## src/hw/rtl/descriptor_allocator_lifo_core_assert.svh

```systemverilog
// Concurrent assertion macros used by the allocator core RTL.
`ifndef DESCRIPTOR_ALLOCATOR_LIFO_CORE_ASSERT_SVH
`define DESCRIPTOR_ALLOCATOR_LIFO_CORE_ASSERT_SVH

`ifndef SYNTH

`define DAL_ASSERT(label, clk, rstn, prop) \
    label: assert property (@(posedge clk) disable iff (!rstn) prop) \
        else $error("allocator assertion failed");

`define DAL_ASSERT_NEVER(label, clk, rstn, cond) \
    label: assert property (@(posedge clk) disable iff (!rstn) !(cond)) \
        else $error("allocator forbidden condition seen");

`else

`define DAL_ASSERT(label, clk, rstn, prop)

`define DAL_ASSERT_NEVER(label, clk, rstn, cond)

`endif

`endif

```

## src/hw/rtl/dal_pkg.sv

```systemverilog
`timescale 1ns / 1ps
`default_nettype none

package dal_pkg;

    localparam int NUM_W        = 8;
    localparam int HANDLE_W     = 64;
    localparam int FIRST_NUMBER = 3;
    localparam int CAPACITY     = 16;
    localparam int LIMIT        = FIRST_NUMBER + CAPACITY;
    localparam int IDX_W        = (CAPACITY > 1) ? $clog2(CAPACITY) : 1;
    localparam int CNT_W        = $clog2(CAPACITY + 1);

    localparam logic STATUS_OK   = 1'b0;
    localparam logic STATUS_FAIL = 1'b1;

    localparam logic [1:0] STREAM_NONE = 2'd0;

    typedef enum logic [1:0] {
        OP_ALLOC  = 2'd0,
        OP_FREE   = 2'd1,
        OP_LOOKUP = 2'd2
    } op_t;

    typedef struct packed {
        op_t                 op;
        logic [NUM_W-1:0]    desc_num;
        logic [HANDLE_W-1:0] handle_in;
    } in_item_t;

    typedef struct packed {
        logic                status;
        logic [NUM_W-1:0]    desc_out;
        logic [HANDLE_W-1:0] handle_out;
        logic [1:0]          std_stream;
    } out_item_t;

    function automatic logic in_range(input logic [NUM_W-1:0] n);
        return (int'(n) >= FIRST_NUMBER) && (int'(n) < LIMIT);
    endfunction

    function automatic logic [IDX_W-1:0] to_idx(input logic [NUM_W-1:0] n);
        logic [NUM_W-1:0] diff;
        diff = n - NUM_W'(FIRST_NUMBER);
        return diff[IDX_W-1:0];
    endfunction

endpackage

`default_nettype wire

```

## src/hw/rtl/descriptor_allocator_lifo_core.sv

```systemverilog
`timescale 1ns / 1ps
`default_nettype none
// Channel   Direction  Ports                       Transfer carries
// s_        in         s_valid, s_ready, s_item    op, desc_num, handle_in
// m_        out        m_valid, m_ready, m_item    status, desc_out, handle_out, std_stream
//
// Each transfer is accepted in S_IDLE, which issues the stack or table read; S_EXEC then
// finishes the read-modify-write of the handle table and loads the output register.
// Synchronous reset clears the stack count, free-stack flags and table valid bits.
// A new transfer is accepted while a result waits in the output register; the finishing
// cycle stalls only when that register is still full.

`include "descriptor_allocator_lifo_core_assert.svh"

module descriptor_allocator_lifo_core (
    input  logic               aclk,
    input  logic               aresetn,
    input  logic               s_valid,
    output logic               s_ready,
    input  dal_pkg::in_item_t  s_item,
    output logic               m_valid,
    input  logic               m_ready,
    output dal_pkg::out_item_t m_item
);

    import dal_pkg::*;

    typedef enum logic [1:0] {
        S_IDLE = 2'b01,
        S_EXEC = 2'b10
    } state_t;

    state_t               state_reg, state_next;
    logic [CNT_W-1:0]     stack_count_reg, stack_count_next;
    logic [NUM_W-1:0]     fresh_reg, fresh_next;
    logic [CAPACITY-1:0]  on_free_reg, on_free_next;
    logic [CAPACITY-1:0]  hvalid_reg, hvalid_next;
    logic                 m_valid_reg, m_valid_next;

    op_t                  op_reg, op_next;
    logic [IDX_W-1:0]     idx_reg, idx_next;
    logic                 pop_reg, pop_next;
    logic                 hit_reg, hit_next;
    logic [NUM_W-1:0]     grant_reg, grant_next;
    logic                 status_reg, status_next;
    logic [1:0]           stream_reg, stream_next;
    logic [HANDLE_W-1:0]  handle_reg, handle_next;
    out_item_t            m_item_reg, m_item_next;

    logic                 st_we, st_re;
    logic [IDX_W-1:0]     st_waddr, st_raddr;
    logic [NUM_W-1:0]     st_wdata, st_rdata;
    logic                 ht_we, ht_re;
    logic [IDX_W-1:0]     ht_waddr, ht_raddr;
    logic [HANDLE_W-1:0]  ht_rdata;

    logic                 accept;
    logic                 out_free;
    logic [NUM_W-1:0]     granted;
    logic                 grant_ok;
    logic [IDX_W-1:0]     grant_idx;
    logic [IDX_W-1:0]     in_idx;

    assign s_ready  = (state_reg == S_IDLE);
    assign accept   = s_valid && s_ready;
    assign out_free = !m_valid_reg || m_ready;
    assign m_valid  = m_valid_reg;
    assign m_item   = m_item_reg;

    assign in_idx    = to_idx(s_item.desc_num);
    assign granted   = pop_reg ? st_rdata : grant_reg;
    assign grant_ok  = in_range(granted);
    assign grant_idx = to_idx(granted);

    dal_ram #(
        .WIDTH (NUM_W),
        .DEPTH (CAPACITY)
    ) u_stack_ram (
        .clk   (aclk),
        .we    (st_we),
        .waddr (st_waddr),
        .wdata (st_wdata),
        .re    (st_re),
        .raddr (st_raddr),
        .rdata (st_rdata)
    );

    dal_ram #(
        .WIDTH (HANDLE_W),
        .DEPTH (CAPACITY)
    ) u_table_ram (
        .clk   (aclk),
        .we    (ht_we),
        .waddr (ht_waddr),
        .wdata (handle_reg),
        .re    (ht_re),
        .raddr (ht_raddr),
        .rdata (ht_rdata)
    );

    always_comb begin
        state_next       = state_reg;
        stack_count_next = stack_count_reg;
        fresh_next       = fresh_reg;
        on_free_next     = on_free_reg;
        hvalid_next      = hvalid_reg;
        m_valid_next     = m_valid_reg && !m_ready;
        op_next          = op_reg;
        idx_next         = idx_reg;
        pop_next         = pop_reg;
        hit_next         = hit_reg;
        grant_next       = grant_reg;
        status_next      = status_reg;
        stream_next      = stream_reg;
        handle_next      = handle_reg;
        m_item_next      = m_item_reg;

        st_we    = 1'b0;
        st_waddr = stack_count_reg[IDX_W-1:0];
        st_wdata = s_item.desc_num;
        st_re    = 1'b0;
        st_raddr = IDX_W'(stack_count_reg - CNT_W'(1));
        ht_we    = 1'b0;
        ht_waddr = grant_idx;
        ht_re    = 1'b0;
        ht_raddr = in_idx;

        unique case (state_reg)
            S_IDLE: begin
                if (accept) begin
                    state_next  = S_EXEC;
                    op_next     = s_item.op;
                    idx_next    = in_idx;
                    handle_next = s_item.handle_in;
                    pop_next    = 1'b0;
                    hit_next    = 1'b0;
                    grant_next  = '0;
                    status_next = STATUS_FAIL;
                    stream_next = STREAM_NONE;
                    case (s_item.op)
                        OP_ALLOC: begin
                            status_next = STATUS_OK;
                            if (stack_count_reg != '0) begin
                                stack_count_next = stack_count_reg - CNT_W'(1);
                                st_re            = 1'b1;
                                pop_next         = 1'b1;
                            end else if (int'(fresh_reg) < LIMIT) begin
                                grant_next = fresh_reg;
                                fresh_next = fresh_reg + NUM_W'(1);
                            end
                        end
                        OP_FREE: begin
                            if (in_range(s_item.desc_num)) begin
                                status_next         = STATUS_OK;
                                hvalid_next[in_idx] = 1'b0;
                                if (!on_free_reg[in_idx] &&
                                    (stack_count_reg < CNT_W'(CAPACITY))) begin
                                    st_we                = 1'b1;
                                    stack_count_next     = stack_count_reg + CNT_W'(1);
                                    on_free_next[in_idx] = 1'b1;
                                end
                            end
                        end
                        OP_LOOKUP: begin
                            if (s_item.desc_num <= NUM_W'(2)) begin
                                status_next = STATUS_OK;
                                stream_next = s_item.desc_num[1:0] + 2'd1;
                            end else if (in_range(s_item.desc_num)) begin
                                status_next = STATUS_OK;
                                ht_re       = 1'b1;
                                hit_next    = 1'b1;
                            end
                        end
                        default: begin
                            status_next = STATUS_FAIL;
                        end
                    endcase
                end
            end
            S_EXEC: begin
                if (out_free) begin
                    state_next             = S_IDLE;
                    m_valid_next           = 1'b1;
                    m_item_next.status     = status_reg;
                    m_item_next.desc_out   = '0;
                    m_item_next.handle_out = '0;
                    m_item_next.std_stream = stream_reg;
                    if (op_reg == OP_ALLOC) begin
                        if (grant_ok) begin
                            ht_we                   = 1'b1;
                            hvalid_next[grant_idx]  = 1'b1;
                            on_free_next[grant_idx] = 1'b0;
                            m_item_next.desc_out    = granted;
                            m_item_next.status      = STATUS_OK;
                        end else begin
                            m_item_next.status = STATUS_FAIL;
                        end
                    end else if (hit_reg && hvalid_reg[idx_reg]) begin
                        m_item_next.handle_out = ht_rdata;
                    end
                end
            end
            default: begin
                state_next = S_IDLE;
            end
        endcase
    end

    always_ff @(posedge aclk) begin
        if (!aresetn) begin
            state_reg       <= S_IDLE;
            stack_count_reg <= '0;
            fresh_reg       <= NUM_W'(FIRST_NUMBER);
            on_free_reg     <= '0;
            hvalid_reg      <= '0;
            m_valid_reg     <= 1'b0;
        end else begin
            state_reg       <= state_next;
            stack_count_reg <= stack_count_next;
            fresh_reg       <= fresh_next;
            on_free_reg     <= on_free_next;
            hvalid_reg      <= hvalid_next;
            m_valid_reg     <= m_valid_next;
        end
    end

    always_ff @(posedge aclk) begin
        op_reg     <= op_next;
        idx_reg    <= idx_next;
        pop_reg    <= pop_next;
        hit_reg    <= hit_next;
        grant_reg  <= grant_next;
        status_reg <= status_next;
        stream_reg <= stream_next;
        handle_reg <= handle_next;
        m_item_reg <= m_item_next;
    end

    `DAL_ASSERT(a_count_bound, aclk, aresetn, stack_count_reg <= CNT_W'(CAPACITY))
    `DAL_ASSERT(a_fresh_bound, aclk, aresetn, int'(fresh_reg) <= LIMIT)
    `DAL_ASSERT(a_accept_exec, aclk, aresetn, (s_valid && s_ready) |=> (state_reg == S_EXEC))
    `DAL_ASSERT_NEVER(a_push_full, aclk, aresetn, st_we && (stack_count_reg == CNT_W'(CAPACITY)))

endmodule

`default_nettype wire

```

## src/hw/rtl/dal_ram.sv

```systemverilog
`timescale 1ns / 1ps
`default_nettype none

module dal_ram #(
    parameter int WIDTH = 8,
    parameter int DEPTH = 16,
    localparam int AW = (DEPTH > 1) ? $clog2(DEPTH) : 1
) (
    input  logic             clk,
    input  logic             we,
    input  logic [AW-1:0]    waddr,
    input  logic [WIDTH-1:0] wdata,
    input  logic             re,
    input  logic [AW-1:0]    raddr,
    output logic [WIDTH-1:0] rdata
);

    logic [WIDTH-1:0] mem [DEPTH];

    always_ff @(posedge clk) begin
        if (we) begin
            mem[waddr] <= wdata;
        end
        if (re) begin
            rdata <= mem[raddr];
        end
    end

endmodule

`default_nettype wire
```

## config.mk

```make
export PLATFORM = sky130hd
export DESIGN_NAME = descriptor_allocator_lifo_core
export DESIGN_NICKNAME = d
export VERILOG_FILES = /design/src/hw/rtl/dal_pkg.sv /design/src/hw/rtl/descriptor_allocator_lifo_core.sv /design/src/hw/rtl/dal_ram.sv
export VERILOG_INCLUDE_DIRS = /design/src /design/src/hw/rtl
export SDC_FILE = /design/constraint.sdc
export NUM_CORES = 1
export LEC_CHECK = 0
export BUFFER_PORTS_ARGS = -buffer_cell sky130_fd_sc_hd__buf_4
export CAP_MARGIN = 20
export CORE_MARGIN = 5
export CORE_UTILIZATION = 50
export CTS_BUF_LIST = sky130_fd_sc_hd__clkbuf_8
export CTS_CLUSTER_SIZE = 16
export DETAILED_ROUTE_END_ITERATION = 8
export PLACE_DENSITY = 0.66
export SLEW_MARGIN = 20
export SYNTH_ARGS = -nofsm -noshare
export SYNTH_HDL_FRONTEND = slang
export SYNTH_HIERARCHICAL = 1
export SYNTH_SLANG_ARGS = --single-unit
```

## constraint.sdc

```tcl
create_clock -name aclk -period 14.9 [get_ports aclk]
set_input_delay 2.98 -clock aclk [delete_from_list [all_inputs] [get_ports aclk]]
set_output_delay 2.98 -clock aclk [all_outputs]
set_load 0.005 [all_outputs]
```

== After elaboration in Yosys (flattened, before gate mapping) ==
Memories as Yosys holds them, arrays and structs flattened. A register that Yosys moved wholly into a read port is not among the register bits.
Index checks and enable logic that the tools add are counted.

* Reduce and logical (&&, ||, !) cells: 28
* Add/sub/neg operators: 6
* Multiplexer cells: 61
* Eq/ne operators: 14
* Bitwise gates (word level): 10
* $lt $le $gt $ge: 12

{| class="wikitable"
|+ Operators with widths
! operator !! number
|-
| $mux 16 || 13
|-
| $pmux 16 s2 || 2
|-
| $and 16x16->16 || 2
|-
| $not 16->16 || 2
|-
| $or 16x16->16 || 2
|-
| $mux 1 || 31
|-
| $lt 8x5->1 const B || 3
|-
| $ge 8x2->1 const B || 2
|-
| $mux 8 || 2
|-
| $lt 4x5->1 const B || 3
|-
| $mux 5 || 3
|-
| $ne 2x2->1 const B || 6
|-
| $pmux 5 s2 || 1
|-
| $reduce_and 2->1 || 5
|-
| $mux 9 || 1
|-
| $add 8x1->8 const B || 1
|-
| $bmux 1 s4 || 2
|-
| $demux 1 s4 || 2
|-
| $ge 4x1->1 const B || 2
|-
| $le 8x2->1 const B || 1
|-
| $logic_and 1x1->1 || 8
|-
| $ne 2x1->1 const B || 4
|-
| $reduce_and 8->1 || 1
|-
| $sub 4x2->4 const B || 2
|-
| 20 further kinds || 30
|}

* Bits of input ports: 78
* Memories kept: 2
* Register bits after elaboration: 206
* Output and inout bits: 77
* Memory bits (writable): 1,152
* Logic and storage cells: 151

{| class="wikitable"
|+ Memory list
! memory !! words !! bits a word !! rd ports !! clocked after memory_dff !! wr ports !! RTL line !! RTL
|-
| u_table_ram.mem || 16 || 64 || 1 || 1 || 1 || dal_ram.sv:18 || <nowiki>logic [WIDTH-1:0] mem [DEPTH];</nowiki>
|-
| u_stack_ram.mem || 16 || 8 || 1 || 1 || 1 || dal_ram.sv:18 ||
|}

== Longest topological paths before layout ==
Gate-level depths: netlist of the first run.

* Depth in word-level cells: 12
* Mapped depth: 12
* Depth with buffers taken out: 9

== Cells and area by module ==
The synthesis of the first run kept the hierarchy.

{| class="wikitable"
|+ Modules (own cells, without submodules)
! module !! area an instance (µm²) !! seq. area each (µm²) !! cells an instance !! instances
|-
| dal_ram at u_table_ram || 40,222.3 || 32,671.3 || 1,647 || 1
|-
| descriptor_allocator_lifo_core || 8,559.5 || 5,705.5 || 602 || 1
|-
| dal_ram at u_stack_ram || 5,227.5 || 4,083.9 || 229 || 1
|}

== Least setup slack after synthesis of the first run ==
Ideal clock, no wire load.

* Path type: input to register
* Start: input port s_item[64] in the netlist's numbering
* End: register u_table_ram.rdata[0] (read register of u_table_ram.mem) (enable)
* Library setup time: 0.643 ns
* Slack: 4.392 ns
* Path buffers: 0
* Required time: 14.257 ns
* Data arrival time: 9.864 ns
* Cell stages on the path: 4
* Path through: ha_1 o31ai_4 nand3_4 nor4_1

* Cells in the longest elaborated chain, start to end: 7
* Elaborated cells between the ends (all ways): 10
* Those cells by class: add/sub (1); order compare (3); mux (5); reduce/logical (1)

{| class="wikitable"
|+ RTL lines
! element !! RTL line !! RTL
|-
| start, declared || descriptor_allocator_lifo_core.sv:20 || <nowiki>input dal_pkg::in_item_t s_item,</nowiki>
|-
| $ge 8x2->1 / $lt 8x5->1 (equally long branches) || dal_pkg.sv:39 || <nowiki>return (int'(n) >= FIRST_NUMBER) && (int'(n) < LIMIT);</nowiki>
|-
| $logic_and 1x1->1 || dal_pkg.sv:39 ||
|-
| $mux 1 || descriptor_allocator_lifo_core.sv:168 || <nowiki>end else if (in_range(s_item.desc_num)) begin</nowiki>
|-
| $mux 1 (*) || descriptor_allocator_lifo_core.sv:165 || <nowiki>if (s_item.desc_num <= NUM_W'(2)) begin</nowiki>
|-
| $mux 1 (*) || descriptor_allocator_lifo_core.sv:140 || <nowiki>case (s_item.op)</nowiki>
|-
| $mux 1 (*) || descriptor_allocator_lifo_core.sv:130 || <nowiki>if (accept) begin</nowiki>
|-
| $mux 1 (*) || descriptor_allocator_lifo_core.sv:128 || <nowiki>unique case (state_reg)</nowiki>
|-
| named net ht_re || descriptor_allocator_lifo_core.sv:53 || <nowiki>logic ht_we, ht_re;</nowiki>
|-
| end, declared || dal_ram.sv:15 || <nowiki>output logic [WIDTH-1:0] rdata</nowiki>
|}

The timed path passes the listed nets; every way through them passes the cells marked *.
A chain may end at the register's enable or synchronous reset.

== Worst setup path after layout of the first run ==
* Start: input port s_item[64] in the netlist's numbering
* End: memory u_stack_ram.mem[0][6] (enable)

* Cells in the longest elaborated chain, start to end: 12
* Elaborated cells between the ends (all ways): 15
* Those cells by class: add/sub (1); order compare (2); mux (9); reduce/logical (3)

{| class="wikitable"
|+ RTL lines
! element !! RTL line !! RTL
|-
| $sub 4x2->4 || dal_pkg.sv:44 || <nowiki>diff = n - NUM_W'(FIRST_NUMBER);</nowiki>
|-
| named net ht_raddr[0] || descriptor_allocator_lifo_core.sv:54 || <nowiki>logic [IDX_W-1:0] ht_waddr, ht_raddr;</nowiki>
|-
| $bmux 1 s4 || descriptor_allocator_lifo_core.sv:156 || <nowiki>if (!on_free_reg[in_idx] &&</nowiki>
|-
| $mux 1 (implied by the code) || descriptor_allocator_lifo_core.sv:156 ||
|-
| $logic_not 1->1 || descriptor_allocator_lifo_core.sv:156 ||
|-
| $logic_and 1x1->1 || descriptor_allocator_lifo_core.sv:156 ||
|-
| $mux 1 || descriptor_allocator_lifo_core.sv:156 ||
|-
| $mux 1 || descriptor_allocator_lifo_core.sv:153 || <nowiki>if (in_range(s_item.desc_num)) begin</nowiki>
|-
| $mux 1 || descriptor_allocator_lifo_core.sv:140 ||
|-
| $mux 1 || descriptor_allocator_lifo_core.sv:130 ||
|-
| $mux 1 || descriptor_allocator_lifo_core.sv:128 ||
|-
| named net st_we || descriptor_allocator_lifo_core.sv:50 || <nowiki>logic st_we, st_re;</nowiki>
|-
| $mux 1 || dal_ram.sv:21 || <nowiki>if (we) begin</nowiki>
|-
| $mux 1 (implied by the code) || dal_ram.sv:22 || <nowiki>mem[waddr] <= wdata;</nowiki>
|-
| end, declared || dal_ram.sv:18 ||
|}

The timed path passes the listed nets, and every way through them passes these cells. The select of a mux whose other input is x is not followed.

==> run metrics, run 1 <==
post-synthesis to final-layout area growth=12.9%; setup violators final=0; final worst slack=7.16 ns; Cells after Synth=2,478; fin nets=2,879; drt wl/cell=27.4 um; Synth Register Bits=1,430; crit share post-route=52.0%; Max Used Layer=met4; Initial DRC Count=2,589; Reg2Reg Capture Point=u_table_ram/mem[15][30]; Die X-Extent=339 um; vias in the first global route=27,554; f_max=129 MHz; routed via count=25,989; DR vias/cell=5.95; RD Place Congestion=0.805; cts hold-fix bufs=0; final setup TNS=0 ns; most used flip-flop cell after synthesis=edfxtp_1; simple-gate share of the synthesized area=3.47%; Period minus WS final=7.74 ns; Reg2Reg Setup Slack=9.16 ns; setup fix buffers added after clock tree synthesis=0; largest cells by area after synthesis=edfxtp_1 77%, mux4_2 12%, a22oi_1 2.0%; Compound-Gate Fraction of Synth Area=3.17%; CP Max Fanout=81; fill cell count=7,918; crit-path cells=buf_4, inv_8, ha_4, mux4_2, mux2i_1, o211ai_1, buf_4, nor4_1, or3b_2, nor3_1; met2 wire length=59,600 um; Die Ht=339 um; critical path startpoint category=input port; gr usage total=20.9%; count of pins over their slew limit=0; TritonCTS clock tree=built; Gate power share=4.5%; area of the multi-input gates=10,900 um^2; Adder-Cell Fraction of Synth Area=0.347%; Worst setup EP type=flop; number of flip-flops in the largest register=1,024; final wirelength=119,000 um; DRC Markers=0; CP Data Arrival Time=8.21 ns; number of placed I/O pins=155; RR Startpoint=pop_reg; antenna violations before repair=3; DRT met1 WL=48,000 um; Sw Pwr=1730 uW; Die ar.=115,000 um^2; share of cells above drive strength 1=28.9%; Clock power frac=38.2%; worst-case clock buffer depth=3; Hold Path Depth=0; Pwr per Cell Area=129 nW/um^2; H-tree Lvls=4; Pre-Repair DR Iteration Count=6; Detail Route Antenna Nets=0; Clock Skew=0.0513 ns; Syn. warnings=6; Least-Margin Pin Slew=1.13 ns; Int Pwr=6110 uW; Flop pwr share=57.3%; design area=61,000 um^2; hold crit path type=flop to flop; row cnt=120; Max-slew headroom=24.0%; Clock Tree Root=clkbuf_8; Lkg Pwr=0.0201 uW; mux cell area share after synthesis=12.7%; DP Area=56,900 um^2; dominant cell type by area after synthesis=edfxtp_1; Initial Util=50.4%; Clock Pin Slew Worst Setup and Hold Paths=0.06 ns; clock sinks=1,430; Async SR Flop Fraction=0%; switching portion of total power=22.1%; Synth top area share=76.8%; CP Class=input port to flop; VDD IR max=86.7 uV; number of synthesized flops with an enable pin=1,382; Post-CTS Resized=0; Top cell by count, worst path=buf_4; Hold Violations, Final=0; Core ar.=107,000 um^2; RSZ-0062 raised after global routing=no; GRT overflow=0; worst reg-to-reg path cell count=11; max-cap violation count=0; CTS buffer count=218; critical path required time=15.37 ns; Netlist Area Pre-Place=54,000 um^2; Port Buffer Count=154; met3 WL=9360 um; Hold Path End=m_item[1]; first-pass GRT wire length=178,000 um; largest family of logic cells by synthesized area=multiplexers; largest net degree at the start of global routing=150; Hold Startpoint=stream_reg[1]; outcome=finished, final reports clean; Cell variety after synth=56; Avg Inst Size Synth=21.8 um^2; Post-Synth XOR/XNOR Area=0.146%; HPWL Detailed=62,000 um; slowest cell on the critical path=nor4_1; Place WS=6.21 ns; max incr delay on CP=0.93 ns; clock latency on the worst-skew pair=0.89 ns; Reg area=42,500 um^2; sequential cell area fraction in the yosys report=78.6%
worst max-delay path, delay by kind of cell:
| kind | cells | cell delay [ns] |
|---|---|---|
| simple gates | 3 | 2.34 |
| mux | 2 | 0.85 |
| buf+inv | 3 | 1.05 |
| fa+ha+maj | 1 | 0.80 |
| compound gates | 1 | 0.11 |
worst max-delay path by stage:
stage               start               endpoint  slack, ns
2_1_floorplan  s_item[64]   u_table_ram/rdata[0]       4.39
3_3_place_gp   s_item[64]  u_stack_ram/mem[0][0]       6.27
3_5_place_dp   s_item[64]  u_stack_ram/mem[0][2]       6.21
4_1_cts        s_item[64]  u_stack_ram/mem[0][6]       7.14
5_1_grt        s_item[64]  u_stack_ram/mem[0][6]       6.91
6_report       s_item[64]  u_stack_ram/mem[0][6]       7.16
synth_stat cells (2+ instances only):
master and instances:
and2_1 19, nand2_1 109, a21boi_0 2, nor4b_1 3, nand2b_1 11, mux4_2 281, nor2b_1 8, o31ai_4 2
o21a_1 2, nor3b_1 2, o211ai_1 4, nand4_1 19, nor4_1 5, edfxtp_1 1382, clkbuf_1 49, a22oi_1 144
buf_6 25, or3b_2 2, and3b_1 3, o21ai_0 6, buf_4 7, a41oi_1 2, xnor2_1 6, nand3_1 25
o31ai_1 2, dfxtp_1 48, nor3_1 14, nand3b_1 6, or3_1 3, nor2_1 39, buf_1 13, and2_4 60
ha_1 15, o211a_1 18, mux4_1 16, and4b_1 2, clkdlybuf4s25_2 3, xor2_1 3, mux2i_1 10, buf_2 23
inv_1 29, a21oi_1 42
cell type report:
class	count	share of cell area (%)
antenna	2	0.00821
clock buffer	227	5.12
clock inverter	168	1.56
inverter	29	0.199
multi-input combinational	904	17.9
sequential	1430	69.6
tap	1403	2.88
timing repair buffer	203	2.71
logic make-up (layout without fill, tap and decap cells):
| logic type | Yosys count | in the layout |
|---|---|---|
| adder cells (fa/ha/maj) | 15 | 15 |
| flip-flops | 1430 | 1430 |
| AND/OR/NAND/NOR | 334 | 334 |
| AO/OA/AOI/OAI | 231 | 231 |
| multiplexers | 309 | 309 |
| other | 1 | 8 |
| buffers and inverters | 149 | 627 |
| XOR/XNOR | 9 | 9 |
stage by stage:
step	instances	utilization, %	hold WS (ns)	power, uW
detailed placement	3968	53.1	0.416	4930
global route	4366	56.9	0.430	8150
global placement	3962	52.9	0.415	4920
CTS	4363	56.9	0.432	7920
floorplan	2483	-	0.400	4800
finish	4366	56.9	0.433	7850
power groups by stage:
stage | logic (uW) | registers, uW | clock network (uW)
3_5_place_dp | 357 | 4580 | 0
5_1_grt | 382 | 4500 | 3270
3_3_place_gp | 352 | 4570 | 0
4_1_cts | 358 | 4490 | 3070
2_1_floorplan | 237 | 4560 | 0
6_report | 355 | 4490 | 3000
placed cells by master (no fill, tap or decap), drive strengths merged, types with 19 or more instances in the layout:
master | synthesis | layout
a22oi | 144 | 144
nand4 | 19 | 19
dfxtp | 48 | 48
nor2 | 39 | 39
and2 | 79 | 79
inv | 29 | 111
a21oi | 42 | 42
edfxtp | 1382 | 1382
clkinv | 0 | 71
buf | 68 | 203
mux4 | 297 | 297
nand3 | 26 | 26
clkbuf | 49 | 227
nand2 | 109 | 109
per-layer routing:
| metal | vias up | global-route usage [%] |
|---|---|---|
| li1 | 10971 | - |
| met2 | 1159 | 34.3 |
| met3 | 195 | 4.23 |
| met4 | 0 | 5.73 |
| met5 | - | 0 |
| met1 | 13664 | 29.0 |
No activity file was read; power rests on OpenSTA's default activity.
==> inputs of run 2 (changes only) <==
ABC_AREA = 1   (was not set)
clock period = 7.85 ns   (was 14.9 ns; I/O delays follow)
==> run 2 against run 1 <==
  * Global-route usage up 1.9 points
  * Synthesized area up 12%
  * Synthesized cell count up 130%
  * Utilization down 1.2 points
  * Total power up 92%
  * Worst setup slack worse by 4.2 ns
  * Highest routed layer unchanged
==> run metrics, run 2 <==
Clock Pin Slew Worst Setup and Hold Paths=0.06 ns; hold crit path type=flop to flop; VDD IR max=174 uV; clock sinks=1,430; Async SR Flop Fraction=0%; setup violators final=0; Synth top area share=68.6%; clock latency on the worst-skew pair=0.90 ns; Hold Startpoint=stream_reg[1]; final setup TNS=0 ns; Port Buffer Count=154; Initial DRC Count=3,855; most used flip-flop cell after synthesis=edfxtp_1; Post-CTS Resized=0; CP Data Arrival Time=5.67 ns; Detail Route Antenna Nets=0; H-tree Lvls=4; critical path required time=8.59 ns; Clock Tree Root=clkbuf_8; fin nets=5,907; Sw Pwr=3550 uW; Cells after Synth=5,634; Initial Util=50.4%; setup fix buffers added after clock tree synthesis=0; met3 Track Usage GR=4.07%; commonest cells after routing, fill and taps aside=1,662 x nand2_1, 1,382 x edfxtp_1, 1,113 x inv_1; number of flip-flops in the largest register=1,024; most common cell in the netlist=nand2_1; outcome=finished, final reports clean; Pre-Repair DR Iteration Count=6; post-synthesis to final-layout area growth=10.4%; Flop pwr share=56.8%; max incr delay on CP=0.89 ns; DR vias/cell=5.16; dominant cell type by area after synthesis=edfxtp_1; CP Max Fanout=162; Die ar.=128,000 um^2; Least-Margin Pin Slew=1.17 ns; worst hold slack=0.418 ns; antenna violations before repair=2; share of cells above drive strength 1=8.54%; crit-path cells=buf_4, inv_8, ha_4, buf_4, buf_4, nand3_1, nand3_1, nand3_1, nand2_1; critical path startpoint category=input port; DRC Markers=0; routed via count=39,267; TritonCTS clock tree=built; sequential cell area fraction in the yosys report=70.2%; Avg Inst Size Synth=10.7 um^2; Cell variety after synth=38; Syn. warnings=6; RR Startpoint=pop_reg; Reg2Reg Setup Slack=3.21 ns; Hold Violations, Final=0; Clock Skew=0.0377 ns; Int Pwr=11,500 uW; gr usage total=22.8%; f_max=203 MHz; fill cell count=10,103; vias in the first global route=37,568; Netlist Area Pre-Place=60,500 um^2; switching portion of total power=23.6%; number of synthesized flops with an enable pin=1,382; number of placed I/O pins=155; slowest cell on the critical path=ha_4; Core ar.=120,000 um^2; crit share post-route=62.8%; RSZ-0062 raised after global routing=no; commonest non-fill, non-tap cell in the layout=nand2_1; first-pass GRT wire length=222,000 um; largest cells by area after synthesis=edfxtp_1 69%, nand2_1 10%, nand3_1 7.7%; Critical Path Source=s_item[64]; met2 Usage GRT=37.5%; Die X-Extent=358 um; Lkg Pwr=0.0282 uW; Worst setup EP type=flop; CTS buffer count=224; Clock power frac=37.4%; count of pins over their slew limit=0; Buf+Inv Stages, Crit Path=4; drt wl/cell=19.4 um; largest net degree at the start of global routing=197; Synth Register Bits=1,430; RD Place Congestion=0.843; row cnt=127; Period minus WS final=4.93 ns; HPWL Detailed=75,200 um; final wirelength=148,000 um; GRT overflow=0; crit-path leading delay family=buffers and inverters; cts hold-fix bufs=0; worst-case clock buffer depth=3; Gate power share=5.8%; CP Class=input port to flop; Max-slew headroom=22.3%; GRT met1 Usage=31.4%; max-cap violation count=0; Die Ht=358 um; Pwr per Cell Area=225 nW/um^2; most frequent cells after synthesis=1,663 x nand2_1, 1,382 x edfxtp_1, 1,038 x inv_1, 933 x nand3_1, 155 x nor2_1; grt peak-use layer=met2
==> run 2: changes by cell type after synthesis, sizes merged, moves of 79 or more <==
cell	before	now
nor2	39	157
inv	29	1044
nand2	109	1666
buf	68	229
mux4	297	0
and2	79	0
nand3	26	934
a22oi	144	0
==> run 2: routing by layer <==
metal / wire length, um / vias up
li1: - / 18626
met1: 62300 / 18774
met2: 70100 / 1610
met3: 11600 / 257
met4: 3830 / 0
met5: 0 / -
==> run 2: layout make-up <==
| cell class | count | area, um^2 | share of cell area (%) |
|---|---|---|---|
| sequential | 1430 | 42500 | 63.6 |
| antenna | 3 | 7.51 | 0.0112 |
| clock inverter | 174 | 786 | 1.18 |
| clock buffer | 232 | 3190 | 4.78 |
| multi-input combinational | 2903 | 12600 | 18.9 |
| timing repair buffer | 208 | 1690 | 2.53 |
| inverter | 1047 | 3980 | 5.96 |
| tap | 1612 | 2020 | 3.02 |
==> run 2: path summary, 6_finish.rpt <==
| kind | to | cells past startpoint |
|---|---|---|
| min | m_item[1] | 0 |
| min reg2reg | m_item[1] | 0 |
| max | u_table_ram/rdata[1] | 9 |
| max reg2reg | u_table_ram/mem[13][59] | 14 |
==> run 2: metrics by stage <==
step / worst slack [ns] / total power (uW) / utilization (%) / area [um^2] / cells
2_1_floorplan: 0.649 / 9260 / - / 60500 / 5639
3_3_place_gp: 2.02 / 9540 / 52.3 / 62700 / 7198
3_5_place_dp: 2.03 / 9560 / 52.3 / 62700 / 7199
4_1_cts: 2.99 / 15200 / 55.6 / 66700 / 7605
5_1_grt: 2.62 / 15600 / 55.6 / 66800 / 7608
6_report: 2.92 / 15000 / 55.6 / 66800 / 7609
==> run 2: power by group through the flow <==
stage               clock [uW]  sequential, uW  combinational [uW]
finish                    5630            8530                 871
global placement             0            8690                 853
CTS                       5760            8540                 867
floorplan                    0            8650                 609
global route              6130            8540                 960
detailed placement           0            8690                 863
==> run 2: cell families after synthesis <==
| kind of cell | after synthesis | synth area share [%] |
|---|---|---|
| flops | 1430 | 70.2 |
| simple gates | 2790 | 19.4 |
| xor+xnor | 7 | 0.101 |
| buf+inv | 1306 | 9.23 |
| other cells | 1 | 0.00620 |
| fa+ha+maj | 15 | 0.310 |
| compound gates | 85 | 0.753 |
